<file path="config.mk">
export PLATFORM = sky130hd
export DESIGN_NAME = sliding_window_sender_control_top
export DESIGN_NICKNAME = d
export VERILOG_FILES = /design/src/rtl/core/swsc_pkg.sv /design/src/rtl/core/sliding_window_sender_control_top.sv /design/src/rtl/core/swsc_regs.sv /design/src/rtl/core/swsc_front.sv /design/src/rtl/core/swsc_back.sv /design/src/rtl/core/swsc_outq.sv
export SDC_FILE = /design/constraint.sdc
export NUM_CORES = 2
export LEC_CHECK = 0
export ABC_CLOCK_PERIOD_IN_PS = 26700
export BUFFER_PORTS_ARGS = -buffer_cell sky130_fd_sc_hd__buf_2
export CAP_MARGIN = 20
export CORE_AREA = 2 2 285 287
export CTS_CLUSTER_DIAMETER = 60
export DETAILED_ROUTE_END_ITERATION = 10
export DIE_AREA = 0 0 287 289
export GPL_ROUTABILITY_DRIVEN = 0
export GPL_TIMING_DRIVEN = 0
export PLACE_DENSITY = 0.81
export SKIP_LAST_GASP = 1
export SYNTH_ARGS = -nofsm -noshare
export SYNTH_HDL_FRONTEND = slang
export SYNTH_HIERARCHICAL = 1
export SYNTH_SLANG_ARGS = --single-unit
export TNS_END_PERCENT = 10
</file>
<file path="constraint.sdc">
create_clock -name clk -period 26.7 [get_ports clk]
set_input_delay 2.67 -clock clk [delete_from_list [all_inputs] [get_ports clk]]
set_output_delay 2.67 -clock clk [all_outputs]
set_load 0.03 [all_outputs]
</file>
<file path="src/rtl/core/swsc_pkg.sv">
`default_nettype none
package swsc_pkg;

  localparam int CHUNK_BYTES_DEF = 8192;
  localparam int SEQ_BITS_DEF    = 32;

  localparam int OP_W      = 3;
  localparam int SIZE_W    = 40;
  localparam int SEQ_IN_W  = 33;
  localparam int KIND_W    = 3;
  localparam int CSEQ_W    = 32;
  localparam int CBYTES_W  = 14;
  localparam int ERR_W     = 2;

  localparam int MAX_RETRY_W = 8;
  localparam int TIMEOUT_W   = 20;
  localparam int WINDOW_W    = 8;

  localparam int CFG_ADDR_W = 4;
  localparam int CFG_DATA_W = 32;
  localparam int REG_IDX_W  = 2;

  localparam int INQ_DEPTH  = 2;
  localparam int OUTQ_DEPTH = 4;

  localparam logic [OP_W-1:0] OP_START  = 3'd0;
  localparam logic [OP_W-1:0] OP_SLOT   = 3'd1;
  localparam logic [OP_W-1:0] OP_ACK    = 3'd2;
  localparam logic [OP_W-1:0] OP_NACK   = 3'd3;
  localparam logic [OP_W-1:0] OP_TICK   = 3'd4;
  localparam logic [OP_W-1:0] OP_HSACK  = 3'd5;
  localparam logic [OP_W-1:0] OP_REJECT = 3'd6;
  localparam logic [OP_W-1:0] OP_PING   = 3'd7;

  localparam logic [KIND_W-1:0] EV_META      = 3'd0;
  localparam logic [KIND_W-1:0] EV_CHUNK     = 3'd1;
  localparam logic [KIND_W-1:0] EV_RESEND    = 3'd2;
  localparam logic [KIND_W-1:0] EV_FINISHED  = 3'd3;
  localparam logic [KIND_W-1:0] EV_CONNECTED = 3'd4;
  localparam logic [KIND_W-1:0] EV_PONG      = 3'd5;
  localparam logic [KIND_W-1:0] EV_ERROR     = 3'd6;

  localparam logic [ERR_W-1:0] ERR_NONE     = 2'd0;
  localparam logic [ERR_W-1:0] ERR_REJECTED = 2'd1;
  localparam logic [ERR_W-1:0] ERR_RETRIES  = 2'd2;
  localparam logic [ERR_W-1:0] ERR_TIMEOUT  = 2'd3;

  localparam logic [REG_IDX_W-1:0] REG_MAX_RETRY = 2'd0;
  localparam logic [REG_IDX_W-1:0] REG_TIMEOUT   = 2'd1;
  localparam logic [REG_IDX_W-1:0] REG_WINDOW    = 2'd2;

  localparam logic [MAX_RETRY_W-1:0] MAX_RETRY_RST = 8'd3;
  localparam logic [TIMEOUT_W-1:0]   TIMEOUT_RST   = 20'd45000;
  localparam logic [WINDOW_W-1:0]    WINDOW_RST    = 8'd64;

  typedef struct packed {
    logic start;
    logic slot;
    logic ack;
    logic nack;
    logic tick;
    logic hsack;
    logic reject;
    logic ping;
  } op_class_t;

  typedef struct packed {
    op_class_t           cls;
    logic [SIZE_W-1:0]   size;
    logic [SEQ_IN_W-1:0] seq;
  } item_t;

  typedef struct packed {
    logic [KIND_W-1:0]   kind;
    logic [CSEQ_W-1:0]   chunk_seq;
    logic [CBYTES_W-1:0] chunk_bytes;
    logic [SIZE_W-1:0]   meta_size;
    logic [ERR_W-1:0]    error_code;
    logic                last;
  } result_t;

  typedef struct packed {
    logic [MAX_RETRY_W-1:0] max_retry;
    logic [TIMEOUT_W-1:0]   timeout;
    logic [WINDOW_W-1:0]    window;
  } cfg_t;

endpackage
`default_nettype wire

</file>
<file path="src/rtl/core/sliding_window_sender_control_top.sv">
// Sender-side control for a chunked sliding-window transfer.
// Input queue: drive in_op, in_size_bytes and in_seq_value with push; an item is
// taken at a clock edge where push is high and full is low.
// Result queue: while empty is low the oldest result is on the out_ ports; it is
// taken at a clock edge where pop is high. out_last_of_run marks the final result
// of an item (a handshake ack with a start pending gives connected, then meta).
// Registers sit on the APB port at byte addresses 0 (retry limit), 4 (timeout
// ticks) and 8 (window limit); pready is always high.
// An item waits in the input queue until the execution stage takes it and writes
// its results into the result queue, whose oldest entry drives the out_ ports.
// Throughput: one item per cycle; the execution stage handles one item a cycle
// and writes all of its results at once into a four-entry result queue.
// It waits while that queue has fewer than two free entries, so sustained
// output is one result per cycle. A two-entry input queue decouples the sides.
// When the receiver stalls, the result queue fills, execution halts, the input
// queue fills and full rises; nothing is lost.
// Reset (rst_n low at a clock edge) empties both queues, restores the register
// defaults and leaves no transfer and no handshake in progress.
`default_nettype none
module sliding_window_sender_control_top import swsc_pkg::*; #(
  parameter int CHUNK_BYTES = CHUNK_BYTES_DEF,
  parameter int SEQ_BITS    = SEQ_BITS_DEF
) (
  input  wire logic                  clk,
  input  wire logic                  rst_n,
  input  wire logic                  push,
  output logic                       full,
  input  wire logic [OP_W-1:0]       in_op,
  input  wire logic [SIZE_W-1:0]     in_size_bytes,
  input  wire logic [SEQ_IN_W-1:0]   in_seq_value,
  output logic                       empty,
  input  wire logic                  pop,
  output logic      [KIND_W-1:0]     out_event_kind,
  output logic      [CSEQ_W-1:0]     out_chunk_seq,
  output logic      [CBYTES_W-1:0]   out_chunk_bytes,
  output logic      [SIZE_W-1:0]     out_meta_size,
  output logic      [ERR_W-1:0]      out_error_code,
  output logic                       out_last_of_run,
  input  wire logic                  psel,
  input  wire logic                  penable,
  input  wire logic                  pwrite,
  input  wire logic [CFG_ADDR_W-1:0] paddr,
  input  wire logic [CFG_DATA_W-1:0] pwdata,
  output logic      [CFG_DATA_W-1:0] prdata,
  output logic                       pready
);

  cfg_t       cfg;
  logic       item_valid;
  item_t      item;
  logic       item_pop;
  logic       room;
  logic [1:0] res_cnt;
  result_t    res0, res1, head;

  swsc_regs u_regs (
    .clk     (clk),
    .rst_n   (rst_n),
    .psel    (psel),
    .penable (penable),
    .pwrite  (pwrite),
    .paddr   (paddr),
    .pwdata  (pwdata),
    .prdata  (prdata),
    .pready  (pready),
    .cfg     (cfg)
  );

  swsc_front u_front (
    .clk           (clk),
    .rst_n         (rst_n),
    .push          (push),
    .in_op         (in_op),
    .in_size_bytes (in_size_bytes),
    .in_seq_value  (in_seq_value),
    .full          (full),
    .item_valid    (item_valid),
    .item          (item),
    .item_pop      (item_pop)
  );

  swsc_back #(
    .CHUNK_BYTES (CHUNK_BYTES),
    .SEQ_BITS    (SEQ_BITS)
  ) u_back (
    .clk        (clk),
    .rst_n      (rst_n),
    .cfg        (cfg),
    .item_valid (item_valid),
    .item       (item),
    .item_pop   (item_pop),
    .room       (room),
    .res_cnt    (res_cnt),
    .res0       (res0),
    .res1       (res1)
  );

  swsc_outq u_outq (
    .clk     (clk),
    .rst_n   (rst_n),
    .res_cnt (res_cnt),
    .res0    (res0),
    .res1    (res1),
    .room    (room),
    .empty   (empty),
    .pop     (pop),
    .head    (head)
  );

  assign out_event_kind  = head.kind;
  assign out_chunk_seq   = head.chunk_seq;
  assign out_chunk_bytes = head.chunk_bytes;
  assign out_meta_size   = head.meta_size;
  assign out_error_code  = head.error_code;
  assign out_last_of_run = head.last;

endmodule
`default_nettype wire

</file>
<file path="src/rtl/core/swsc_regs.sv">
`default_nettype none
module swsc_regs import swsc_pkg::*; (
  input  wire logic                  clk,
  input  wire logic                  rst_n,
  input  wire logic                  psel,
  input  wire logic                  penable,
  input  wire logic                  pwrite,
  input  wire logic [CFG_ADDR_W-1:0] paddr,
  input  wire logic [CFG_DATA_W-1:0] pwdata,
  output logic      [CFG_DATA_W-1:0] prdata,
  output logic                       pready,
  output cfg_t                       cfg
);

  cfg_t cfg_r;
  cfg_t cfg_nxt;
  logic [REG_IDX_W-1:0] idx;
  logic wr_en;

  assign idx    = paddr[CFG_ADDR_W-1:2];
  assign wr_en  = psel && penable && pwrite && pready;
  assign pready = 1'b1;
  assign cfg    = cfg_r;

  always_comb begin
    cfg_nxt = cfg_r;
    if (wr_en) begin
      case (idx)
        REG_MAX_RETRY: cfg_nxt.max_retry = pwdata[MAX_RETRY_W-1:0];
        REG_TIMEOUT:   cfg_nxt.timeout   = pwdata[TIMEOUT_W-1:0];
        REG_WINDOW:    cfg_nxt.window    = pwdata[WINDOW_W-1:0];
        default: ;
      endcase
    end
  end

  always_comb begin
    case (idx)
      REG_MAX_RETRY: prdata = CFG_DATA_W'(cfg_r.max_retry);
      REG_TIMEOUT:   prdata = CFG_DATA_W'(cfg_r.timeout);
      REG_WINDOW:    prdata = CFG_DATA_W'(cfg_r.window);
      default:       prdata = '0;
    endcase
  end

  always_ff @(posedge clk) begin
    if (!rst_n) begin
      cfg_r.max_retry <= MAX_RETRY_RST;
      cfg_r.timeout   <= TIMEOUT_RST;
      cfg_r.window    <= WINDOW_RST;
    end else begin
      cfg_r <= cfg_nxt;
    end
  end

endmodule
`default_nettype wire

</file>
<file path="src/rtl/core/swsc_front.sv">
`default_nettype none
module swsc_front import swsc_pkg::*; (
  input  wire logic                clk,
  input  wire logic                rst_n,
  input  wire logic                push,
  input  wire logic [OP_W-1:0]     in_op,
  input  wire logic [SIZE_W-1:0]   in_size_bytes,
  input  wire logic [SEQ_IN_W-1:0] in_seq_value,
  output logic                     full,
  output logic                     item_valid,
  output item_t                    item,
  input  wire logic                item_pop
);

  localparam int PTR_W = $clog2(INQ_DEPTH);
  localparam int CNT_W = $clog2(INQ_DEPTH + 1);

  function automatic op_class_t classify(input logic [OP_W-1:0] op);
    op_class_t c;
    c = '0;
    case (op)
      OP_START:  c.start  = 1'b1;
      OP_SLOT:   c.slot   = 1'b1;
      OP_ACK:    c.ack    = 1'b1;
      OP_NACK:   c.nack   = 1'b1;
      OP_TICK:   c.tick   = 1'b1;
      OP_HSACK:  c.hsack  = 1'b1;
      OP_REJECT: c.reject = 1'b1;
      default:   c.ping   = 1'b1;
    endcase
    return c;
  endfunction

  item_t            slot_r [INQ_DEPTH];
  logic [PTR_W-1:0] wr_ptr_r, wr_ptr_nxt;
  logic [PTR_W-1:0] rd_ptr_r, rd_ptr_nxt;
  logic [CNT_W-1:0] cnt_r, cnt_nxt;
  logic             wr_en, rd_en;
  item_t            in_item;

  assign full       = (cnt_r == CNT_W'(INQ_DEPTH));
  assign item_valid = (cnt_r != '0);
  assign item       = slot_r[rd_ptr_r];
  assign wr_en      = push && !full;
  assign rd_en      = item_pop && item_valid;

  always_comb begin
    in_item.cls  = classify(in_op);
    in_item.size = in_size_bytes;
    in_item.seq  = in_seq_value;
    wr_ptr_nxt   = wr_en ? wr_ptr_r + PTR_W'(1) : wr_ptr_r;
    rd_ptr_nxt   = rd_en ? rd_ptr_r + PTR_W'(1) : rd_ptr_r;
    cnt_nxt      = cnt_r + CNT_W'(wr_en) - CNT_W'(rd_en);
  end

  always_ff @(posedge clk) begin
    if (wr_en) begin
      slot_r[wr_ptr_r] <= in_item;
    end
  end

  always_ff @(posedge clk) begin
    if (!rst_n) begin
      wr_ptr_r <= '0;
      rd_ptr_r <= '0;
      cnt_r    <= '0;
    end else begin
      wr_ptr_r <= wr_ptr_nxt;
      rd_ptr_r <= rd_ptr_nxt;
      cnt_r    <= cnt_nxt;
    end
  end

endmodule
`default_nettype wire

</file>
<file path="src/rtl/core/swsc_back.sv">
`default_nettype none
module swsc_back import swsc_pkg::*; #(
  parameter int CHUNK_BYTES = CHUNK_BYTES_DEF,
  parameter int SEQ_BITS    = SEQ_BITS_DEF
) (
  input  wire logic       clk,
  input  wire logic       rst_n,
  input  wire cfg_t       cfg,
  input  wire logic       item_valid,
  input  wire item_t      item,
  output logic            item_pop,
  input  wire logic       room,
  output logic [1:0]      res_cnt,
  output result_t         res0,
  output result_t         res1
);

  localparam int NW = SEQ_BITS + 1;
  localparam int SW = (SEQ_BITS + 2 > 34) ? SEQ_BITS + 2 : 34;

  localparam logic [SIZE_W-1:0]   CB_SIZE = SIZE_W'(CHUNK_BYTES);
  localparam logic [CBYTES_W-1:0] CB_OUT  = CBYTES_W'(CHUNK_BYTES);
  localparam logic [NW-1:0]       SEQ_CAP = {1'b1, {SEQ_BITS{1'b0}}};
  localparam logic signed [SW-1:0] S_ONE    = SW'(1);
  localparam logic signed [SW-1:0] S_MINUS1 = SW'(-1);

  logic                    handshake_r, handshake_nxt;
  logic                    sending_r, sending_nxt;
  logic                    start_pend_r, start_pend_nxt;
  logic [SIZE_W-1:0]       pend_size_r, pend_size_nxt;
  logic [SIZE_W-1:0]       bytes_left_r, bytes_left_nxt;
  logic [NW-1:0]           next_seq_r, next_seq_nxt;
  logic signed [SW-1:0]    acked_r, acked_nxt;
  logic signed [SW-1:0]    purge_r, purge_nxt;
  logic [MAX_RETRY_W-1:0]  retry_r, retry_nxt;
  logic [TIMEOUT_W-1:0]    idle_r, idle_nxt;
  logic [CBYTES_W-1:0]     last_len_r, last_len_nxt;

  logic                    go;
  logic signed [SW-1:0]    sv, next_s, top, lim, purge_slot, diff_slot;
  logic                    win_full, unrel_slot, unrel_now, all_sent;
  logic [SIZE_W-1:0]       send_len;
  logic                    nack_hit;
  logic [CBYTES_W-1:0]     resend_len;
  logic [TIMEOUT_W-1:0]    idle_inc;
  logic [MAX_RETRY_W-1:0]  retry_inc;
  logic                    do_begin;
  logic [SIZE_W-1:0]       begin_size;

  assign go       = item_valid && room;
  assign item_pop = go;

  always_comb begin
    sv         = SW'($signed(item.seq));
    next_s     = $signed({{(SW-NW){1'b0}}, next_seq_r});
    top        = next_s - S_ONE;
    lim        = (acked_r < top) ? acked_r : top;
    purge_slot = (lim > purge_r) ? lim : purge_r;
    diff_slot  = top - purge_slot;
    win_full   = diff_slot > $signed({{(SW-WINDOW_W){1'b0}}, cfg.window});
    unrel_slot = top > purge_slot;
    unrel_now  = top > purge_r;
    all_sent   = (bytes_left_r == '0) || (next_seq_r == SEQ_CAP);
    send_len   = (bytes_left_r < CB_SIZE) ? bytes_left_r : CB_SIZE;
    nack_hit   = (sv > purge_r) && (sv < next_s);
    resend_len = (sv == top) ? last_len_r : CB_OUT;
    idle_inc   = (idle_r == '1) ? idle_r : idle_r + TIMEOUT_W'(1);
    retry_inc  = (retry_r == '1) ? retry_r : retry_r + MAX_RETRY_W'(1);
  end

  always_comb begin
    handshake_nxt  = handshake_r;
    sending_nxt    = sending_r;
    start_pend_nxt = start_pend_r;
    pend_size_nxt  = pend_size_r;
    bytes_left_nxt = bytes_left_r;
    next_seq_nxt   = next_seq_r;
    acked_nxt      = acked_r;
    purge_nxt      = purge_r;
    retry_nxt      = retry_r;
    idle_nxt       = idle_r;
    last_len_nxt   = last_len_r;
    do_begin       = 1'b0;
    begin_size     = item.size;
    res0           = '0;
    res0.last      = 1'b1;
    res1           = '0;
    res_cnt        = 2'd0;

    if (go) begin
      if (item.cls.start) begin
        start_pend_nxt = 1'b1;
        pend_size_nxt  = item.size;
        if (handshake_r) begin
          do_begin       = 1'b1;
          res0.kind      = EV_META;
          res0.meta_size = item.size;
          res_cnt        = 2'd1;
        end
      end else if (item.cls.slot) begin
        if (sending_r) begin
          purge_nxt = purge_slot;
          if (!win_full) begin
            if (all_sent) begin
              if (!unrel_slot) begin
                sending_nxt = 1'b0;
                res0.kind   = EV_FINISHED;
                res_cnt     = 2'd1;
              end
            end else begin
              res0.kind        = EV_CHUNK;
              res0.chunk_seq   = CSEQ_W'(next_seq_r);
              res0.chunk_bytes = CBYTES_W'(send_len);
              res_cnt          = 2'd1;
              last_len_nxt     = CBYTES_W'(send_len);
              idle_nxt         = '0;
              next_seq_nxt     = next_seq_r + NW'(1);
              bytes_left_nxt   = bytes_left_r - send_len;
            end
          end
        end
      end else if (item.cls.ack) begin
        if (sv > acked_r) begin
          acked_nxt = sv;
          retry_nxt = '0;
        end
      end else if (item.cls.nack) begin
        if (retry_r >= cfg.max_retry) begin
          sending_nxt     = 1'b0;
          purge_nxt       = top;
          res0.kind       = EV_ERROR;
          res0.error_code = ERR_RETRIES;
          res_cnt         = 2'd1;
        end else if (nack_hit) begin
          res0.kind        = EV_RESEND;
          res0.chunk_seq   = CSEQ_W'(sv);
          res0.chunk_bytes = resend_len;
          res_cnt          = 2'd1;
          idle_nxt         = '0;
          retry_nxt        = retry_inc;
        end
      end else if (item.cls.tick) begin
        if (sending_r) begin
          idle_nxt = idle_inc;
          if (idle_inc >= cfg.timeout) begin
            idle_nxt = '0;
            if (unrel_now) begin
              sending_nxt     = 1'b0;
              purge_nxt       = top;
              res0.kind       = EV_ERROR;
              res0.error_code = ERR_TIMEOUT;
              res_cnt         = 2'd1;
            end
          end
        end
      end else if (item.cls.hsack) begin
        handshake_nxt = 1'b1;
        res0.kind     = EV_CONNECTED;
        res_cnt       = 2'd1;
        if (start_pend_r) begin
          do_begin       = 1'b1;
          begin_size     = pend_size_r;
          res0.last      = 1'b0;
          res1.kind      = EV_META;
          res1.meta_size = pend_size_r;
          res1.last      = 1'b1;
          res_cnt        = 2'd2;
        end
      end else if (item.cls.reject) begin
        sending_nxt     = 1'b0;
        purge_nxt       = top;
        res0.kind       = EV_ERROR;
        res0.error_code = ERR_REJECTED;
        res_cnt         = 2'd1;
      end else begin
        res0.kind = EV_PONG;
        res_cnt   = 2'd1;
      end

      if (do_begin) begin
        bytes_left_nxt = begin_size;
        next_seq_nxt   = '0;
        acked_nxt      = S_MINUS1;
        purge_nxt      = S_MINUS1;
        retry_nxt      = '0;
        idle_nxt       = '0;
        sending_nxt    = 1'b1;
      end
    end
  end

  always_ff @(posedge clk) begin
    pend_size_r  <= pend_size_nxt;
    bytes_left_r <= bytes_left_nxt;
    last_len_r   <= last_len_nxt;
  end

  always_ff @(posedge clk) begin
    if (!rst_n) begin
      handshake_r  <= 1'b0;
      sending_r    <= 1'b0;
      start_pend_r <= 1'b0;
      next_seq_r   <= '0;
      acked_r      <= S_MINUS1;
      purge_r      <= S_MINUS1;
      retry_r      <= '0;
      idle_r       <= '0;
    end else begin
      handshake_r  <= handshake_nxt;
      sending_r    <= sending_nxt;
      start_pend_r <= start_pend_nxt;
      next_seq_r   <= next_seq_nxt;
      acked_r      <= acked_nxt;
      purge_r      <= purge_nxt;
      retry_r      <= retry_nxt;
      idle_r       <= idle_nxt;
    end
  end

endmodule
`default_nettype wire

</file>
<file path="src/rtl/core/swsc_outq.sv">
`default_nettype none
module swsc_outq import swsc_pkg::*; (
  input  wire logic       clk,
  input  wire logic       rst_n,
  input  wire logic [1:0] res_cnt,
  input  wire result_t    res0,
  input  wire result_t    res1,
  output logic            room,
  output logic            empty,
  input  wire logic       pop,
  output result_t         head
);

  localparam int PTR_W = $clog2(OUTQ_DEPTH);
  localparam int CNT_W = $clog2(OUTQ_DEPTH + 1);

  result_t          ent_r [OUTQ_DEPTH];
  logic [PTR_W-1:0] wr_ptr_r, wr_ptr_nxt;
  logic [PTR_W-1:0] rd_ptr_r, rd_ptr_nxt;
  logic [CNT_W-1:0] cnt_r, cnt_nxt;
  logic             wr0, wr1, rd_en;

  assign empty = (cnt_r == '0);
  assign room  = (cnt_r <= CNT_W'(OUTQ_DEPTH - 2));
  assign head  = ent_r[rd_ptr_r];
  assign wr0   = (res_cnt != 2'd0);
  assign wr1   = (res_cnt == 2'd2);
  assign rd_en = pop && !empty;

  always_comb begin
    wr_ptr_nxt = wr_ptr_r + PTR_W'(res_cnt);
    rd_ptr_nxt = rd_en ? rd_ptr_r + PTR_W'(1) : rd_ptr_r;
    cnt_nxt    = cnt_r + CNT_W'(res_cnt) - CNT_W'(rd_en);
  end

  always_ff @(posedge clk) begin
    if (wr0) begin
      ent_r[wr_ptr_r] <= res0;
    end
    if (wr1) begin
      ent_r[wr_ptr_r + PTR_W'(1)] <= res1;
    end
  end

  always_ff @(posedge clk) begin
    if (!rst_n) begin
      wr_ptr_r <= '0;
      rd_ptr_r <= '0;
      cnt_r    <= '0;
    end else begin
      wr_ptr_r <= wr_ptr_nxt;
      rd_ptr_r <= rd_ptr_nxt;
      cnt_r    <= cnt_nxt;
    end
  end

endmodule
`default_nettype wire

</file>
# Yosys cells after proc, flatten, opt, wreduce, memory -nomap -nowiden
# Memories as Yosys holds them, arrays and structs flattened. A register that Yosys moved wholly into a read port is not among the register bits.
# Cells that the tools add are included.
dict set report word_totals {
  reg_bits 273
  input_bits 119
  ram_bits 530
  n_memories 2
}
# memory words width read_ports rd_clocked_by_memory_dff write_ports line
set mem_list {}
lappend mem_list {u_outq.ent_r 4 92 1 1 2 swsc_outq.sv:17} ;# result_t ent_r [OUTQ_DEPTH];
lappend mem_list {u_front.slot_r 2 81 1 1 1 swsc_front.sv:34} ;# item_t slot_r [INQ_DEPTH];
dict set report classes {
  bitwise_logic 7
  muxes 174
  eq_ne 32
  order_cmp 12
  reduce_logical 38
  n_addsub 15
}
# cell n
set op_table {}
lappend op_table {{2-to-1 mux 40 bit} 24}
lappend op_table {{2-to-1 mux 34 bit} 20}
lappend op_table {{2-to-1 mux 20 bit} 14}
lappend op_table {{2-to-1 mux 33 bit} 6}
lappend op_table {{2-to-1 mux 49 bit} 4}
lappend op_table {{2-to-1 mux 46 bit} 4}
lappend op_table {{> comparator 34 bit} 3}
lappend op_table {{2-to-1 mux 92 bit} 1}
lappend op_table {{2-to-1 mux 8 bit} 9}
lappend op_table {{> comparator 33 x 34 -> 1 bit} 2}
lappend op_table {{case mux 20 bit (3 select lines)} 1}
lappend op_table {{2-to-1 mux 1 bit} 53}
lappend op_table {{2-to-1 mux 2 bit} 26}
lappend op_table {{2-to-1 mux 48 bit} 1}
lappend op_table {{logical NOT 40 bit} 1}
lappend op_table {{< comparator 40 x 14 -> 1 bit, second input constant} 1}
lappend op_table {{subtractor 40 bit} 1}
lappend op_table {{== test 33 x 34 -> 1 bit} 1}
lappend op_table {{> comparator 34 x 9 -> 1 bit} 1}
lappend op_table {{< comparator 33 x 34 -> 1 bit} 1}
lappend op_table {{< comparator 34 bit} 1}
lappend op_table {{subtractor 33 x 1 -> 34 bit, second input constant} 1}
lappend op_table {{subtractor 34 bit} 1}
lappend op_table {{adder 33 x 1 -> 33 bit, second input constant} 1}
lappend op_table {{other kinds (46)} 100}

# Logic depth before layout (Yosys ltp)
dict set report depth {
  depth_word 16
  mapped_depth 60
  depth_no_buf 53
}

# Cells and area by module
# Netlist, hierarchy kept.
# module instances area_per_inst_um2 cells_each
set modules_own_cells {}
lappend modules_own_cells {swsc_back 1 23279.8 2994}
lappend modules_own_cells {swsc_outq 1 18162.4 938}
lappend modules_own_cells {swsc_front 1 6550.0 289}
lappend modules_own_cells {swsc_regs 1 1794.2 206}

# Least setup slack after synthesis
# OpenSTA, ideal clock, no wires.
dict set report synth_path {
  path_kind {reg2reg}
  from {reg u_back.next_seq_r[0]}
  to {mem u_outq/ent_r[0][0] in the netlist's numbering, enable pin}
  n_path_buf 7
  slack_ns 7.051
  setup_time_ns 0.670
  period_less_slack_ns 19.649
  t_arrival_ns 18.979
  required_ns 26.030
  stages_incl_launch_ff 59
  path_cell_list {dfxtp_1 > inv_1 > ha_1 > or3b_1 > clkbuf_1 > nor4_2 > nand2_1 > nor2_1 > nand4_1 > xnor2_1 > inv_1 > ha_1 > and3_1 > a221o_1 > a211oi_1 > a211oi_1 > o2111a_2 > nor3_4 > [23 not listed] > o21a_1 > o21a_1 > o21a_1 > o21a_1 > o21a_1 > o21a_1 > o22a_1 > a311oi_1 > o2111ai_1 > a2111oi_2 > o2111ai_1 > a2111oi_4 > nand4_4 > nand2_1 > o2111ai_1 > o311ai_0 > o21bai_1 > o21ai_0}
}
# item line
set synth_rtl {}
lappend synth_rtl {{start, declared} swsc_back.sv:32} ;# logic [NW-1:0] next_seq_r, next_seq_nxt;
lappend synth_rtl {{start signal, assigned} swsc_back.sv:212} ;# next_seq_r <= next_seq_nxt;
lappend synth_rtl {{end, declared} swsc_outq.sv:17}

==> impl_metrics.toml <==
[timing]
maxSlewViolCount = 0
setup_viol = 0
maxSlewHeadroom_pct = 19.9
clock_skew_ns = 0.0571
worst_pin_slew_ns = 1.20
worst_hold_slack_ns = 0.476
rsz0062_at_grt = "no"
min_period_ns = 19.77
hold_violations = 0
fin_crit_sh_pct = 74.0
fmax_mhz = 50.6
setup-tns-final_ns = 0

[floorplanning]
ioPinCount = 246
start_util_pct = 62.2
row_count = 104
die_y_um = 289
core_area_mm2 = 0.0799
dieArea_mm2 = 0.0829
die_x_um = 287

[synthesis]
syn-instance-count = 4423
ys_warn_count = 6
syn_area_mm2 = 0.0497
syn_avg_cell_area_um2 = 11.2

[flow_run]
max-cap-violations = 0

[detailed_routing]
routed-wl-met2_um = 68800
wl_met1_um = 55800
vias = 39800
wl_met3_um = 15900
drt_iter0_drc = 5105
ant_nets = 0
dr.pass1.iters = 8
wl_per_cell_um = 25.4
top_layer_used = "met5"
drt-vias-per-instance = 6.68
routed_wl_um = 151000
drc = 0

[setup_path]
criticalPathCategory = "flip-flop to flip-flop"
start_kind = "flip-flop"
max_stage_delay_ns = 0.78
cp.required_ns = 27.09
cp-end-kind = "flip-flop"
critical_path_arrival_ns = 20.17
cp_slowest_cell = "nor3_1"
crit_path_frequent_cell = "clkbuf_1"
crit_fanout = 23
crit_buf_inv = 20
critPathTopFamily = "buffers and inverters"

[global_routing]
gr-total-overflow = 0
grt_max_degree = 47
grt_use_total_pct = 35.5
grt_pass1_wl_um = 226000
antenna_found_initial = 8
grt_pass1_vias = 38700

[cells_and_area]
multi_input_area_mm2 = 0.0250
fill_cells = 5469
syn_to_final_growth_pct = 12.5
drive_above_1_share_pct = 20.0
nNetsFinal = 5204
regArea_mm2 = 0.0223

[clock_tree]
cts.repair.resized = 0
cts_max_path_buffers = 3
hold_buffers = 0
cts_inserted_buffers = 84
htree_levels = 3
post_cts_buffers = 0
clock-sinks = 803
clock_latency_ns = 0.69
clk_pin_slew_ns = 0.06
cts_tree = "yes"
clk_root_buffer_cell = "clkbuf_16"

[min_path]
worstHoldPathType = "flip-flop to flip-flop"

[placed_design]
port-buffer-count = 218
dpl.hpwl_um = 110000

[outcome]
status = "completed"
[cell usage in the layout, fill, tap and decap left out, drive strengths merged, types with 17 or more instances in the layout]
cell type,count
edfxtp,622
mux2,454
buf,412
nor2,297
ha,267
clkbuf,244
inv,233
nand2,215
a21oi,214
o21ai,196
dfxtp,181
nand3,126
xnor2,113
and3,107
nor3,107
mux4,92
conb,65
a22oi,64
a21o,58
mux2i,53
nand4,53
and2,51
nor4,47
o211ai,41
nor2b,40
a31oi,39
clkinv,39
o21a,36
nand2b,26
xor2,25
or3,25
o22ai,23
o311ai,22
o31ai,21
a211oi,20
a22o,19
or4,17
[through the flow]
| stage | area (µm²) | cells | setup WS (ns) | util (%) |
|---|---|---|---|---|
| 3_5_place_dp | 52900 | 5786 | 7.80 | 66.2 |
| 2_1_floorplan | 49900 | 4484 | 7.05 | - |
| 6_report | 55900 | 5954 | 6.93 | 70.0 |
| 5_1_grt | 55900 | 5953 | 6.69 | 70.0 |
| 3_3_place_gp | 52400 | 5762 | -3.15 | 65.5 |
| 4_1_cts | 55900 | 5943 | 7.70 | 69.9 |
[cell type report]
| type | instances | area share [%] |
|---|---|---|
| tap | 1060 | 2.37 |
| multi-input combinational | 3140 | 44.8 |
| inverter | 231 | 1.55 |
| clock buffer | 99 | 3.99 |
| clock inverter | 58 | 1.31 |
| sequential | 803 | 39.9 |
| timing repair buffer | 247 | 2.89 |
| buffer | 310 | 3.21 |
| antenna | 6 | 0.0269 |
[tightest hold or removal path, stage by stage, from the launching register on]
cell	delay (ns)
dfxtp_1	0.32
nand2_1	0.06
mux2i_1	0.05
[final timing paths]
| check | slack [ns] | start | to | depth (start not counted) |
|---|---|---|---|---|
| max | 6.93 | u_back/next_seq_r[0]$_SDFFE_PN0P_ | u_outq/ent_r[0][37]$_DFFE_PP_ | 56 |
| min | 0.48 | u_regs/cfg[26]$_SDFFE_PN0P_ | u_regs/cfg[26]$_SDFFE_PN0P_ | 2 |
| max reg2reg | 6.93 | u_back/next_seq_r[0]$_SDFFE_PN0P_ | u_outq/ent_r[0][37]$_DFFE_PP_ | 56 |
| min reg2reg | 0.48 | u_regs/cfg[26]$_SDFFE_PN0P_ | u_regs/cfg[26]$_SDFFE_PN0P_ | 2 |
[per-layer routing]
metal  up-vias  track usage (%)
met4         4             22.1
met3       616             7.22
met1     19000             45.3
met5         -                0
met2      2687             55.9
li1      17500                -
[state kept, by name, summed over array words and instances (netlist names), named ones only]
name and cells:
u_outq/cnt_r 3, u_front/cnt_r 2, u_regs/cfg 36, u_back/handshake_r 1, u_outq/ent_r 368, u_front/wr_ptr_r 1
u_back/last_len_r 14, u_back/idle_r 20, u_back/purge_r 34, u_back/pend_size_r 40, u_back/acked_r 33, u_outq/wr_ptr_r 2
u_back/sending_r 1, u_outq/rd_ptr_r 2, u_front/slot_r 160, u_back/start_pend_r 1, u_front/rd_ptr_r 1, u_back/bytes_left_r 40
u_back/next_seq_r 33, u_back/retry_r 8
Power is not shown: default switching activity piles up to over one toggle a cycle in this logic, so the estimate is an artifact.
